File: src/rtl/core/htb_pkg.sv
`default_nettype none

package htb_pkg;

  // Image geometry and sample format
  localparam int MAX_ROW_WIDTH = 4096;
  localparam int COL_BITS      = $clog2(MAX_ROW_WIDTH);
  localparam int RW_BITS       = 13;
  localparam int PIXEL_BITS    = 16;
  localparam int WEIGHT_BITS   = 8;
  localparam int CFG_BITS      = 13;
  localparam int CFG_IDX_BITS  = 2;

  // Accumulator and divider sizes
  localparam int PROD_BITS = PIXEL_BITS + WEIGHT_BITS;
  localparam int ACC_BITS  = PROD_BITS + 1;
  localparam int MAG_BITS  = PROD_BITS;
  localparam int WSUM_BITS = WEIGHT_BITS + 2;
  localparam int DVS_BITS  = WEIGHT_BITS + 1;
  localparam int DIV_STEPS = MAG_BITS;
  localparam int CNT_BITS  = $clog2(DIV_STEPS);

  // Saturation limits of a result sample
  localparam int PIX_MAX = (1 << (PIXEL_BITS - 1)) - 1;
  localparam int PIX_MIN_MAG = 1 << (PIXEL_BITS - 1);

  // Register map
  typedef enum logic [CFG_IDX_BITS-1:0] {
    REG_ROW_WIDTH     = 2'd0,
    REG_LEFT_WEIGHT   = 2'd1,
    REG_CENTER_WEIGHT = 2'd2,
    REG_RIGHT_WEIGHT  = 2'd3
  } cfg_reg_t;

  // Tap picked by the multiply-accumulate step
  typedef enum logic [1:0] {
    TAP_L = 2'd0,
    TAP_C = 2'd1,
    TAP_R = 2'd2
  } tap_sel_t;

  // Commands from controller to datapath
  typedef struct packed {
    logic     accept;
    logic     load_b;
    logic     mac_en;
    tap_sel_t mac_sel;
    logic     div_load;
    logic     div_step;
    logic     finish;
  } htb_cmd_t;

  // Status from datapath to controller
  typedef struct packed {
    logic first;
    logic last;
  } htb_status_t;

endpackage

`default_nettype wire

File: src/rtl/core/htb_datapath.sv
`default_nettype none

module htb_datapath
  import htb_pkg::*;
(
  input  wire logic                         clk,
  input  wire logic                         rst,
  input  wire logic                         cfg_we,
  input  wire logic [CFG_IDX_BITS-1:0]      cfg_index,
  input  wire logic [CFG_BITS-1:0]          cfg_data,
  input  wire logic signed [PIXEL_BITS-1:0] pixel_in,
  input  wire htb_cmd_t                     cmd,
  output htb_status_t                       status,
  output logic signed [PIXEL_BITS-1:0]      pixel_out,
  output logic                              clipped,
  output logic                              zero_divisor
);

  logic [RW_BITS-1:0]            row_width;
  logic signed [WEIGHT_BITS-1:0] left_weight;
  logic signed [WEIGHT_BITS-1:0] center_weight;
  logic signed [WEIGHT_BITS-1:0] right_weight;

  logic signed [PIXEL_BITS-1:0] older_pixel;
  logic signed [PIXEL_BITS-1:0] newer_pixel;
  logic [COL_BITS-1:0]          column_count;
  logic [COL_BITS-1:0]          last_col;

  logic signed [PIXEL_BITS-1:0]  tap_l;
  logic signed [PIXEL_BITS-1:0]  tap_c;
  logic signed [PIXEL_BITS-1:0]  tap_r;
  logic signed [PIXEL_BITS-1:0]  mac_tap;
  logic signed [WEIGHT_BITS-1:0] mac_weight;
  logic signed [PROD_BITS-1:0]   prod;
  logic signed [ACC_BITS-1:0]    acc;
  logic signed [WSUM_BITS-1:0]   wsum;

  logic                neg;
  logic [MAG_BITS-1:0] dvd;
  logic [DVS_BITS-1:0] dvs;
  logic [DVS_BITS-1:0] rem;
  logic [DVS_BITS+1:0] trial;

  // Configuration registers
  always_ff @(posedge clk) begin
    if (rst) begin
      row_width     <= RW_BITS'(64);
      left_weight   <= WEIGHT_BITS'(1);
      center_weight <= WEIGHT_BITS'(2);
      right_weight  <= WEIGHT_BITS'(1);
    end else if (cfg_we) begin
      case (cfg_reg_t'(cfg_index))
        REG_ROW_WIDTH:     row_width     <= cfg_data[RW_BITS-1:0];
        REG_LEFT_WEIGHT:   left_weight   <= cfg_data[WEIGHT_BITS-1:0];
        REG_CENTER_WEIGHT: center_weight <= cfg_data[WEIGHT_BITS-1:0];
        REG_RIGHT_WEIGHT:  right_weight  <= cfg_data[WEIGHT_BITS-1:0];
        default: ;
      endcase
    end
  end

  // Clamp the row width and find the last column
  always_comb begin
    if (row_width == '0) begin
      last_col = '0;
    end else if (row_width > RW_BITS'(MAX_ROW_WIDTH)) begin
      last_col = COL_BITS'(MAX_ROW_WIDTH - 1);
    end else begin
      last_col = COL_BITS'(row_width - RW_BITS'(1));
    end
  end

  assign status.first = (column_count == '0);
  assign status.last  = (column_count >= last_col);

  // Advance the column counter and pixel history
  always_ff @(posedge clk) begin
    if (rst) begin
      older_pixel  <= '0;
      newer_pixel  <= '0;
      column_count <= '0;
    end else if (cmd.accept) begin
      if (status.first) begin
        older_pixel <= '0;
      end else begin
        older_pixel <= newer_pixel;
      end
      newer_pixel <= pixel_in;
      if (status.last) begin
        column_count <= '0;
      end else begin
        column_count <= column_count + COL_BITS'(1);
      end
    end
  end

  // Tap window for the result being computed
  always_ff @(posedge clk) begin
    if (cmd.accept) begin
      if (status.first) begin
        tap_l <= '0;
        tap_c <= pixel_in;
        tap_r <= '0;
      end else begin
        tap_l <= older_pixel;
        tap_c <= newer_pixel;
        tap_r <= pixel_in;
      end
    end else if (cmd.load_b) begin
      tap_l <= older_pixel;
      tap_c <= newer_pixel;
      tap_r <= '0;
    end
  end

  // One tap times its weight per cycle
  always_comb begin
    case (cmd.mac_sel)
      TAP_L: begin
        mac_tap    = tap_l;
        mac_weight = left_weight;
      end
      TAP_C: begin
        mac_tap    = tap_c;
        mac_weight = center_weight;
      end
      TAP_R: begin
        mac_tap    = tap_r;
        mac_weight = right_weight;
      end
      default: begin
        mac_tap    = '0;
        mac_weight = '0;
      end
    endcase
  end

  assign prod = mac_tap * mac_weight;
  assign wsum = WSUM_BITS'(left_weight) + WSUM_BITS'(center_weight)
              + WSUM_BITS'(right_weight);

  always_ff @(posedge clk) begin
    if (cmd.mac_en) begin
      if (cmd.mac_sel == TAP_L) begin
        acc <= ACC_BITS'(prod);
      end else begin
        acc <= acc + ACC_BITS'(prod);
      end
    end
  end

  // Restoring divide on magnitudes, one quotient bit per cycle
  assign trial = {1'b0, rem, dvd[MAG_BITS-1]} - {2'b00, dvs};

  always_ff @(posedge clk) begin
    if (cmd.div_load) begin
      neg <= acc[ACC_BITS-1] ^ wsum[WSUM_BITS-1];
      dvd <= acc[ACC_BITS-1] ? MAG_BITS'(-acc) : acc[MAG_BITS-1:0];
      dvs <= wsum[WSUM_BITS-1] ? DVS_BITS'(-wsum) : wsum[DVS_BITS-1:0];
      rem <= '0;
    end else if (cmd.div_step) begin
      if (!trial[DVS_BITS+1]) begin
        rem <= trial[DVS_BITS-1:0];
        dvd <= {dvd[MAG_BITS-2:0], 1'b1};
      end else begin
        rem <= {rem[DVS_BITS-2:0], dvd[MAG_BITS-1]};
        dvd <= {dvd[MAG_BITS-2:0], 1'b0};
      end
    end
  end

  // Apply sign, saturate (or flag a zero divisor), and hold the result
  always_ff @(posedge clk) begin
    if (cmd.finish) begin
      if (wsum == '0) begin
        pixel_out    <= '0;
        clipped      <= 1'b0;
        zero_divisor <= 1'b1;
      end else if (!neg) begin
        zero_divisor <= 1'b0;
        if (dvd > MAG_BITS'(PIX_MAX)) begin
          pixel_out <= PIXEL_BITS'(PIX_MAX);
          clipped   <= 1'b1;
        end else begin
          pixel_out <= dvd[PIXEL_BITS-1:0];
          clipped   <= 1'b0;
        end
      end else begin
        zero_divisor <= 1'b0;
        if (dvd > MAG_BITS'(PIX_MIN_MAG)) begin
          pixel_out <= PIXEL_BITS'(PIX_MIN_MAG);
          clipped   <= 1'b1;
        end else begin
          pixel_out <= PIXEL_BITS'(-dvd[PIXEL_BITS-1:0]);
          clipped   <= 1'b0;
        end
      end
    end
  end

endmodule

`default_nettype wire

File: src/rtl/core/htb_ctrl.sv
`default_nettype none

module htb_ctrl
  import htb_pkg::*;
(
  input  wire logic        clk,
  input  wire logic        rst,
  input  wire logic        in_valid,
  output logic             in_stall,
  output logic             out_valid,
  input  wire logic        out_stall,
  input  wire htb_status_t status,
  output htb_cmd_t         cmd,
  output logic             row_end,
  output logic             run_last
);

  typedef enum logic [2:0] {
    ST_IDLE,
    ST_MAC,
    ST_DLOAD,
    ST_DIV,
    ST_FIN,
    ST_OUT,
    ST_LOADB
  } state_t;

  state_t              state;
  logic [CNT_BITS-1:0] cnt;
  logic                is_b;
  logic                last_q;

  // Sequencer: state, step counter and row flags
  always_ff @(posedge clk) begin
    if (rst) begin
      state  <= ST_IDLE;
      cnt    <= '0;
      is_b   <= 1'b0;
      last_q <= 1'b0;
    end else begin
      case (state)
        ST_IDLE: begin
          if (in_valid) begin
            if (!(status.first && !status.last)) begin
              is_b   <= status.first;
              last_q <= status.last;
              cnt    <= '0;
              state  <= ST_MAC;
            end
          end
        end
        ST_MAC: begin
          if (cnt == CNT_BITS'(TAP_R)) begin
            state <= ST_DLOAD;
          end else begin
            cnt <= cnt + CNT_BITS'(1);
          end
        end
        ST_DLOAD: begin
          cnt   <= '0;
          state <= ST_DIV;
        end
        ST_DIV: begin
          if (cnt == CNT_BITS'(DIV_STEPS - 1)) begin
            state <= ST_FIN;
          end else begin
            cnt <= cnt + CNT_BITS'(1);
          end
        end
        ST_FIN: begin
          state <= ST_OUT;
        end
        ST_OUT: begin
          if (!out_stall) begin
            if (!is_b && last_q) begin
              state <= ST_LOADB;
            end else begin
              state <= ST_IDLE;
            end
          end
        end
        ST_LOADB: begin
          is_b  <= 1'b1;
          cnt   <= '0;
          state <= ST_MAC;
        end
        default: state <= ST_IDLE;
      endcase
    end
  end

  // Decode datapath commands
  always_comb begin
    cmd          = '0;
    cmd.mac_sel  = tap_sel_t'(cnt[1:0]);
    cmd.accept   = (state == ST_IDLE) && in_valid;
    cmd.load_b   = (state == ST_LOADB);
    cmd.mac_en   = (state == ST_MAC);
    cmd.div_load = (state == ST_DLOAD);
    cmd.div_step = (state == ST_DIV);
    cmd.finish   = (state == ST_FIN);
  end

  assign in_stall  = (state != ST_IDLE);
  assign out_valid = (state == ST_OUT);
  assign row_end   = is_b;
  assign run_last  = is_b || !last_q;

`ifndef ASSERT_OFF
  a_no_accept_while_result: assert property (@(posedge clk) disable iff (rst)
    out_valid |-> in_stall)
    else $error("request accepted while a result is pending");

  a_row_end_is_run_last: assert property (@(posedge clk) disable iff (rst)
    (out_valid && row_end) |-> run_last)
    else $error("row end result not marked last of its run");

  a_first_pixel_no_result: assert property (@(posedge clk) disable iff (rst)
    (cmd.accept && status.first && !status.last) |=> (state == ST_IDLE))
    else $error("first pixel of a row started a result");

  a_div_count_range: assert property (@(posedge clk) disable iff (rst)
    (state == ST_DIV) |-> (cnt < CNT_BITS'(DIV_STEPS)))
    else $error("divide step counter out of range");
`endif

endmodule

`default_nettype wire

File: src/rtl/core/horizontal_three_tap_blur.sv
// Channel   Handshake              Payload
// input     in_valid / in_stall    pixel_in
// output    out_valid / out_stall  pixel_out, row_end, run_last, clipped, zero_divisor
// config    cfg_we                 cfg_index, cfg_data
//
// One request is taken at a time; the first pixel of a wider row starts no result.
// With out_stall low, each result steps through accept, multiply-accumulate (one shared
// multiplier), divider load, divide steps (bit-serial divider), finish and output. A row's
// last pixel, unless also its first, runs the sequence twice; a tap reload replaces the
// second accept. rst is synchronous: configuration returns to its defaults and the row restarts.
// in_stall is high from a result's accept until the last result is taken; out_stall holds it.
`default_nettype none

module horizontal_three_tap_blur
  import htb_pkg::*;
(
  input  wire logic                         clk,
  input  wire logic                         rst,
  input  wire logic                         cfg_we,
  input  wire logic [CFG_IDX_BITS-1:0]      cfg_index,
  input  wire logic [CFG_BITS-1:0]          cfg_data,
  input  wire logic                         in_valid,
  output logic                              in_stall,
  input  wire logic signed [PIXEL_BITS-1:0] pixel_in,
  output logic                              out_valid,
  input  wire logic                         out_stall,
  output logic signed [PIXEL_BITS-1:0]      pixel_out,
  output logic                              row_end,
  output logic                              run_last,
  output logic                              clipped,
  output logic                              zero_divisor
);

  htb_cmd_t    cmd;
  htb_status_t status;

  htb_ctrl u_ctrl (
    .clk       (clk),
    .rst       (rst),
    .in_valid  (in_valid),
    .in_stall  (in_stall),
    .out_valid (out_valid),
    .out_stall (out_stall),
    .status    (status),
    .cmd       (cmd),
    .row_end   (row_end),
    .run_last  (run_last)
  );

  htb_datapath u_datapath (
    .clk          (clk),
    .rst          (rst),
    .cfg_we       (cfg_we),
    .cfg_index    (cfg_index),
    .cfg_data     (cfg_data),
    .pixel_in     (pixel_in),
    .cmd          (cmd),
    .status       (status),
    .pixel_out    (pixel_out),
    .clipped      (clipped),
    .zero_divisor (zero_divisor)
  );

endmodule

`default_nettype wire
File: config.mk
export PLATFORM = sky130hd
export DESIGN_NAME = horizontal_three_tap_blur
export DESIGN_NICKNAME = d
export VERILOG_FILES = /design/src/rtl/core/htb_pkg.sv /design/src/rtl/core/htb_datapath.sv /design/src/rtl/core/htb_ctrl.sv /design/src/rtl/core/horizontal_three_tap_blur.sv
export SDC_FILE = /design/constraint.sdc
export NUM_CORES = 1
export LEC_CHECK = 0
export CAP_MARGIN = 20
export CORE_ASPECT_RATIO = 1.2
export CORE_UTILIZATION = 70
export DETAILED_ROUTE_END_ITERATION = 8
export DONT_BUFFER_PORTS = 1
export GPL_TIMING_DRIVEN = 0
export PLACE_DENSITY = 0.84
export SLEW_MARGIN = 20
export SYNTH_ARGS = -nofsm -noshare
export SYNTH_HDL_FRONTEND = slang
export SYNTH_HIERARCHICAL = 1
export SYNTH_SLANG_ARGS = --single-unit
File: constraint.sdc
create_clock -name clk -period 21 [get_ports clk]
set_input_delay 0 -clock clk [delete_from_list [all_inputs] [get_ports clk]]
set_output_delay 0 -clock clk [all_outputs]
set_load 0.05 [all_outputs]
# Yosys cells after proc, flatten, opt, wreduce, memory -nomap -nowiden
# Cells that the tools add are included.
# totals
output_inout_bits	22
input_bits	36
elab_cells	130
register_bits	225
# classes
add_sub_neg	10
n_reduce_logical	27
eq_ne	20
n_lt_le_gt_ge	4
mux	44
bitwise	2
n_mul	1
# op_table
cell	count
16-bit 2-to-1 mux	13
24-bit 2-to-1 mux	3
16-bit case mux with 3 select lines	1
12-bit 2-to-1 mux	3
25-bit by 24-bit adder with 25-bit output	1
25-bit 2-to-1 mux	1
24-bit by 15-bit greater-than comparator with 1-bit output, second input constant	1
24-bit by 16-bit greater-than comparator with 1-bit output, second input constant	1
16-bit by 8-bit multiplier with 24-bit output	1
24-bit negator	1
8-bit case mux with 3 select lines	1
3-bit case mux with 7 select lines	1
5-bit 2-to-1 mux	4
5-bit case mux with 4 select lines	1
3-bit 2-to-1 mux	6
9-bit 2-to-1 mux	2
16-bit negator	1
13-bit greater-than comparator, second input constant	1
13-bit zero test	1
12-bit by 1-bit adder with 12-bit output, second input constant	1
12-bit >= comparator	1
12-bit zero test	1
12-bit by 1-bit subtractor with 12-bit output, second input constant	1
10-bit by 9-bit subtractor with 11-bit output	1
30 further kinds	59

# Longest topological paths before layout
# logic_depth
word_depth	9
ltp_mapped	33
ltp_nobuf	30

# By module
# The synthesis kept the hierarchy.
# by_module_without_submodules
module	cells_each	area_per_inst_um2	n_inst	seq_area_each_um2
htb_datapath	1851	16960.0	1	5555.3
htb_ctrl	84	665.6	1	200.2

# Worst setup path before layout
# OpenSTA, ideal clock, no wires.
# synth_timing
path_type	register to register
start	register u_ctrl.cnt[0]
end	register u_datapath.acc[22], data pin
t_required_ns	20.741
setup_time_ns	0.259
path_buffers	5
slack_ns	13.225
stages_incl_launch_ff	30
arrival_ns	7.516
period_less_slack_ns	7.775
cell_sequence	dfxtp_1 -> buf_4 -> clkbuf_1 -> buf_1 -> clkbuf_1 -> nor2_1 -> a21oi_1 -> nand2b_1 -> nor2_1 -> fa_1 -> fa_1 -> fa_1 -> inv_1 -> fa_1 -> inv_1 -> ha_1 -> a2111oi_0 -> nor2_1 -> a221oi_1 -> nand2_1 -> a31oi_1 -> xnor2_1 -> ha_1 -> clkbuf_1 -> and3_1 -> and3_1 -> a221oi_1 -> xor2_1 -> nor2_1 -> a211o_1
# synth_via
elab_chain_cells	5
word_cells_on_any_way	8
classes_between	add/sub (1); mul (1); eq/ne (2); mux (3); reduce/logical (1)
# synth_rtl
item	line	rtl
start, declared	htb_ctrl.sv:29	logic [CNT_BITS-1:0] cnt;
start signal, assigned	htb_ctrl.sv:56	cnt <= cnt + CNT_BITS'(1);
start signal, assigned	htb_ctrl.sv:67	cnt <= cnt + CNT_BITS'(1);
2-bit == test (tied with other cells)	htb_datapath.sv:118	case (cmd.mac_sel)
16-bit case mux with 3 select lines / 8-bit case mux with 3 select lines (equally long branches)	htb_datapath.sv:118	
16-bit by 8-bit multiplier with 24-bit output	htb_datapath.sv:138	assign prod = mac_tap * mac_weight;
25-bit by 24-bit adder with 25-bit output	htb_datapath.sv:147	acc <= acc + ACC_BITS'(prod);
25-bit 2-to-1 mux *	htb_datapath.sv:144	if (cmd.mac_sel == TAP_L) begin
end signal, assigned	htb_datapath.sv:145	acc <= ACC_BITS'(prod);
end signal, assigned	htb_datapath.sv:147	
end, declared	htb_datapath.sv:35	logic signed [ACC_BITS-1:0] acc;
# Mark *: on every way between the ends. The rest lies on a longest branch, timed or not.
# A chain may end at the register's enable or synchronous reset.

# Final worst setup path
# Same ends and word-level chain as after synthesis.

==> metrics.md <==
| Metric | Value |
|---|---|
| Area inside the core boundary | `0.0248 mm²` |
| Die Span X | `147 µm` |
| Sequential cell area | `0.00576 mm²` |
| Cell taking the most area after synthesis | `sky130_fd_sc_hd__edfxtp_1` |
| Total clock buffers created by CTS | `23` |
| Half-perimeter wire length after detailed placement | `30500 µm` |
| Clock transition at the registers of the reported paths | `0.07 ns` |
| Synth Register Bits | `225` |
| Total global routing track utilization | `32.6%` |
| Mean instance size in the synthesized netlist | `9.11 µm²` |
| Critical path class | `reg2reg` |
| Vert. Die Dim | `176 µm` |
| Number of buffers added for setup after CTS | `0` |
| Startpoint types | `flop` |
| Sum of routed wire length over all layers | `41500 µm` |
| Vias after detailed routing | `14300` |
| Via-to-Cell Ratio | `6.08` |
| Number of detailed-route iterations in the first pass | `6` |
| Final worst-path cycle share | `47.1%` |
| Static Leakage | `0.00819 µW` |
| Effective utilization at floorplan | `71.2%` |
| Cts repair resizes | `0` |
| Fillers | `1619` |
| Diode insertion count for antenna repair | `0` |
| Setup violations, final | `0` |
| Count of pins over their slew limit | `0` |
| Ys async rst share | `0%` |
| Number of flops mapped to enable cells by yosys | `125` |
| Final estimated routing congestion in global placement | `0.961` |
| Fraction of layout instances using a drive strength above 1 | `5.15%` |
| Most frequent cell after synthesis | `sky130_fd_sc_hd__nor2_1` |
| Number of nets in the finished design | `2262` |
| Max-capacitance violation count | `0` |
| Maximum level of the CTS H-tree | `1` |
| Synthesized instance count | `1935` |
| Portion of the post-synthesis area used by sequential elements | `32.7%` |
| DRT antenna net count | `0` |
| Worst setup EP type | `flop` |
| Buffer type at the clock tree root | `sky130_fd_sc_hd__clkbuf_16` |
| Via count of the first global-routing pass | `14600` |
| Top cells by count, synth | `275 x sky130_fd_sc_hd__nor2_1, 187 x sky130_fd_sc_hd__inv_1, 164 x sky130_fd_sc_hd__a21oi_1` |
| Port Buf Inserts | `0` |
| Netlist area before placement | `0.0176 mm²` |
| Power per unit of standard cell area | `152 mW/mm²` |
| Delay of the slowest cell on the worst path | `0.90 ns` |
| Post-DP Area | `0.0181 mm²` |
| Synth warn | `6` |
| Multi-input gate area in the final layout | `0.0109 mm²` |
| Top-level port count | `58` |
| DRC violations left | `0` |
| Main area contributors after synthesis | `sky130_fd_sc_hd__edfxtp_1 21%, sky130_fd_sc_hd__fa_1 13%, sky130_fd_sc_hd__dfxtp_1 11%, sky130_fd_sc_hd__ha_1 7.7%, sky130_fd_sc_hd__nor2_1 5.9%` |
| Skew final | `0.0217 ns` |
| Transition time at the pin with the least slew margin | `1.15 ns` |
| Worst hold path type | `in2reg` |
| Pin count of the biggest net entering global routing | `49` |
| CP Max Fanout | `10` |
| Slew Limit Headroom | `23.5%` |
| Hold WS | `0.0651 ns` |
| Worst EP arrival | `10.18 ns` |
| Synth top area share | `21.3%` |
| Layout Cell Area excl Fill | `0.0192 mm²` |
| First-pass GRT wire length | `68200 µm` |
| Overflow left after global routing | `0` |
| Final count of hold timing violations | `0` |
| RSZ-0062 raised after global routing | `false` |
| Wire length per cell | `17.7 µm` |
| Max rail drop VDD | `0.0865 mV` |
| Antenna violations before repair | `0` |
| Final worst path period need | `9.88 ns` |
| Post-CTS Hold Fix Bufs | `42` |
| Syn nets | `2193` |
| Prevailing post-synth register cell | `sky130_fd_sc_hd__edfxtp_1` |
| Buffer levels on the longest clock path | `3` |
| Data required time at the worst endpoint | `21.29 ns` |
| Number of distinct library cells after synthesis | `73` |
| TritonCTS clock tree | `yes` |
| Synth-to-layout area growth | `9.20%` |
| Row count | `63` |
| Worst-Skew Late Latency | `0.54 ns` |
| Setup TNS Final | `0 ns` |
| Sinks on Clock Net | `225` |
| Final core area utilization | `77.8%` |
| Violation count after the first detailed-routing iteration | `1189` |
| Max frequency | `0.101 GHz` |
| Die footprint | `0.0258 mm²` |
| Result of the run | `finished, final reports clean` |
| Cell with the largest stage delay on the worst path | `sky130_fd_sc_hd__a21oi_1` |
-- flip-flops by register name (all words and copies together), names as in the netlist, 16 cells and up --
name	flops
u_datapath/acc	25
u_datapath/dvd	24
u_datapath/newer_pixel	16
u_datapath/older_pixel	16
u_datapath/pixel_out	16
u_datapath/tap_c	16
u_datapath/tap_l	16
u_datapath/tap_r	16
-- cell usage in the layout, fill, tap and decap left out, drive strengths merged, types with 14 or more instances in the layout --
cell           n
xor2          54
o31ai         17
nand3         35
edfxtp       125
nor2         276
mux2          26
and3          21
buf           19
nand2        141
inv          191
clkbuf        89
a211oi        21
nor2b         19
dfxtp        100
o21ai         69
and2          23
or2           14
xnor2         49
nand2b        36
a21oi        166
fa           114
mux2i         62
a21o          31
dlygate4sd3   42
o21a          14
ha           108
nor3          31
-- routing by layer --
layer	global-route usage, %	vias up	wire length (µm)
li1	-	6735	-
met1	37.1	6720	15900
met2	59.5	637	21200
met3	3.95	178	2380
met4	17.5	0	2060
met5	0	-	0
-- where the power goes --
group	switching, µW	total [µW]	internal, µW
combinational	1090	1830	731
sequential	72.9	683	610
clock	179	411	232
-- critical path: cells and delay by family (launching register included) --
| family | cells | cell delay, ns |
|---|---|---|
| AO/OA/AOI/OAI | 6 | 2.85 |
| XOR/XNOR | 2 | 0.39 |
| adder cells (fa/ha/maj) | 6 | 2.75 |
| buffers and inverters | 7 | 1.94 |
| flip-flops | 1 | 0.41 |
| AND/OR/NAND/NOR | 8 | 1.31 |
-- cell type report --
type,count,area share (%)
Sequential cell,225,29.9
Multi-Input combinational cell,1447,56.4
Timing Repair Buffer,44,2.33
Clock buffer,31,3.36
Clock inverter,11,0.546
Tap cell,325,2.11
Inverter,187,3.65
Buffer,76,1.70
-- kinds of logic (layout without fill, tap and decap cells) --
group	after synthesis	in the layout	synth area share [%]
AOI/OAI and AO/OA	375	375	12.9
xor gates and xnor gates	103	103	5.12
adders and majority gates	222	222	20.6
buffers and inverters	263	349	5.84
DFF	225	225	32.7
muxes	88	88	5.20
and+or+nand+nor	659	659	17.7
-- through the flow --
step | setup slack [ns] | instances | power [µW]
2_1_floorplan | 13.23 | 1935 | 2090
3_3_place_gp | 11.47 | 2260 | 2380
3_5_place_dp | 11.46 | 2262 | 2450
4_1_cts | 11.37 | 2346 | 2890
5_1_grt | 10.77 | 2346 | 3160
6_report | 11.12 | 2346 | 2920
-- path summary, 6_finish.rpt --
kind / cells past startpoint / slack, ns / startpoint / endpoint
worst min-delay path: 4 / 0.07 / cfg_index[1] / u_datapath/right_weight[6]
worst min register to register: 2 / 0.46 / u_datapath/older_pixel[7] / u_datapath/older_pixel[7]
worst max register to register: 29 / 11.12 / u_ctrl/cnt[0] / u_datapath/acc[22]
worst max-delay path: 29 / 11.12 / u_ctrl/cnt[0] / u_datapath/acc[22]
(Power assumes the default switching activity.)
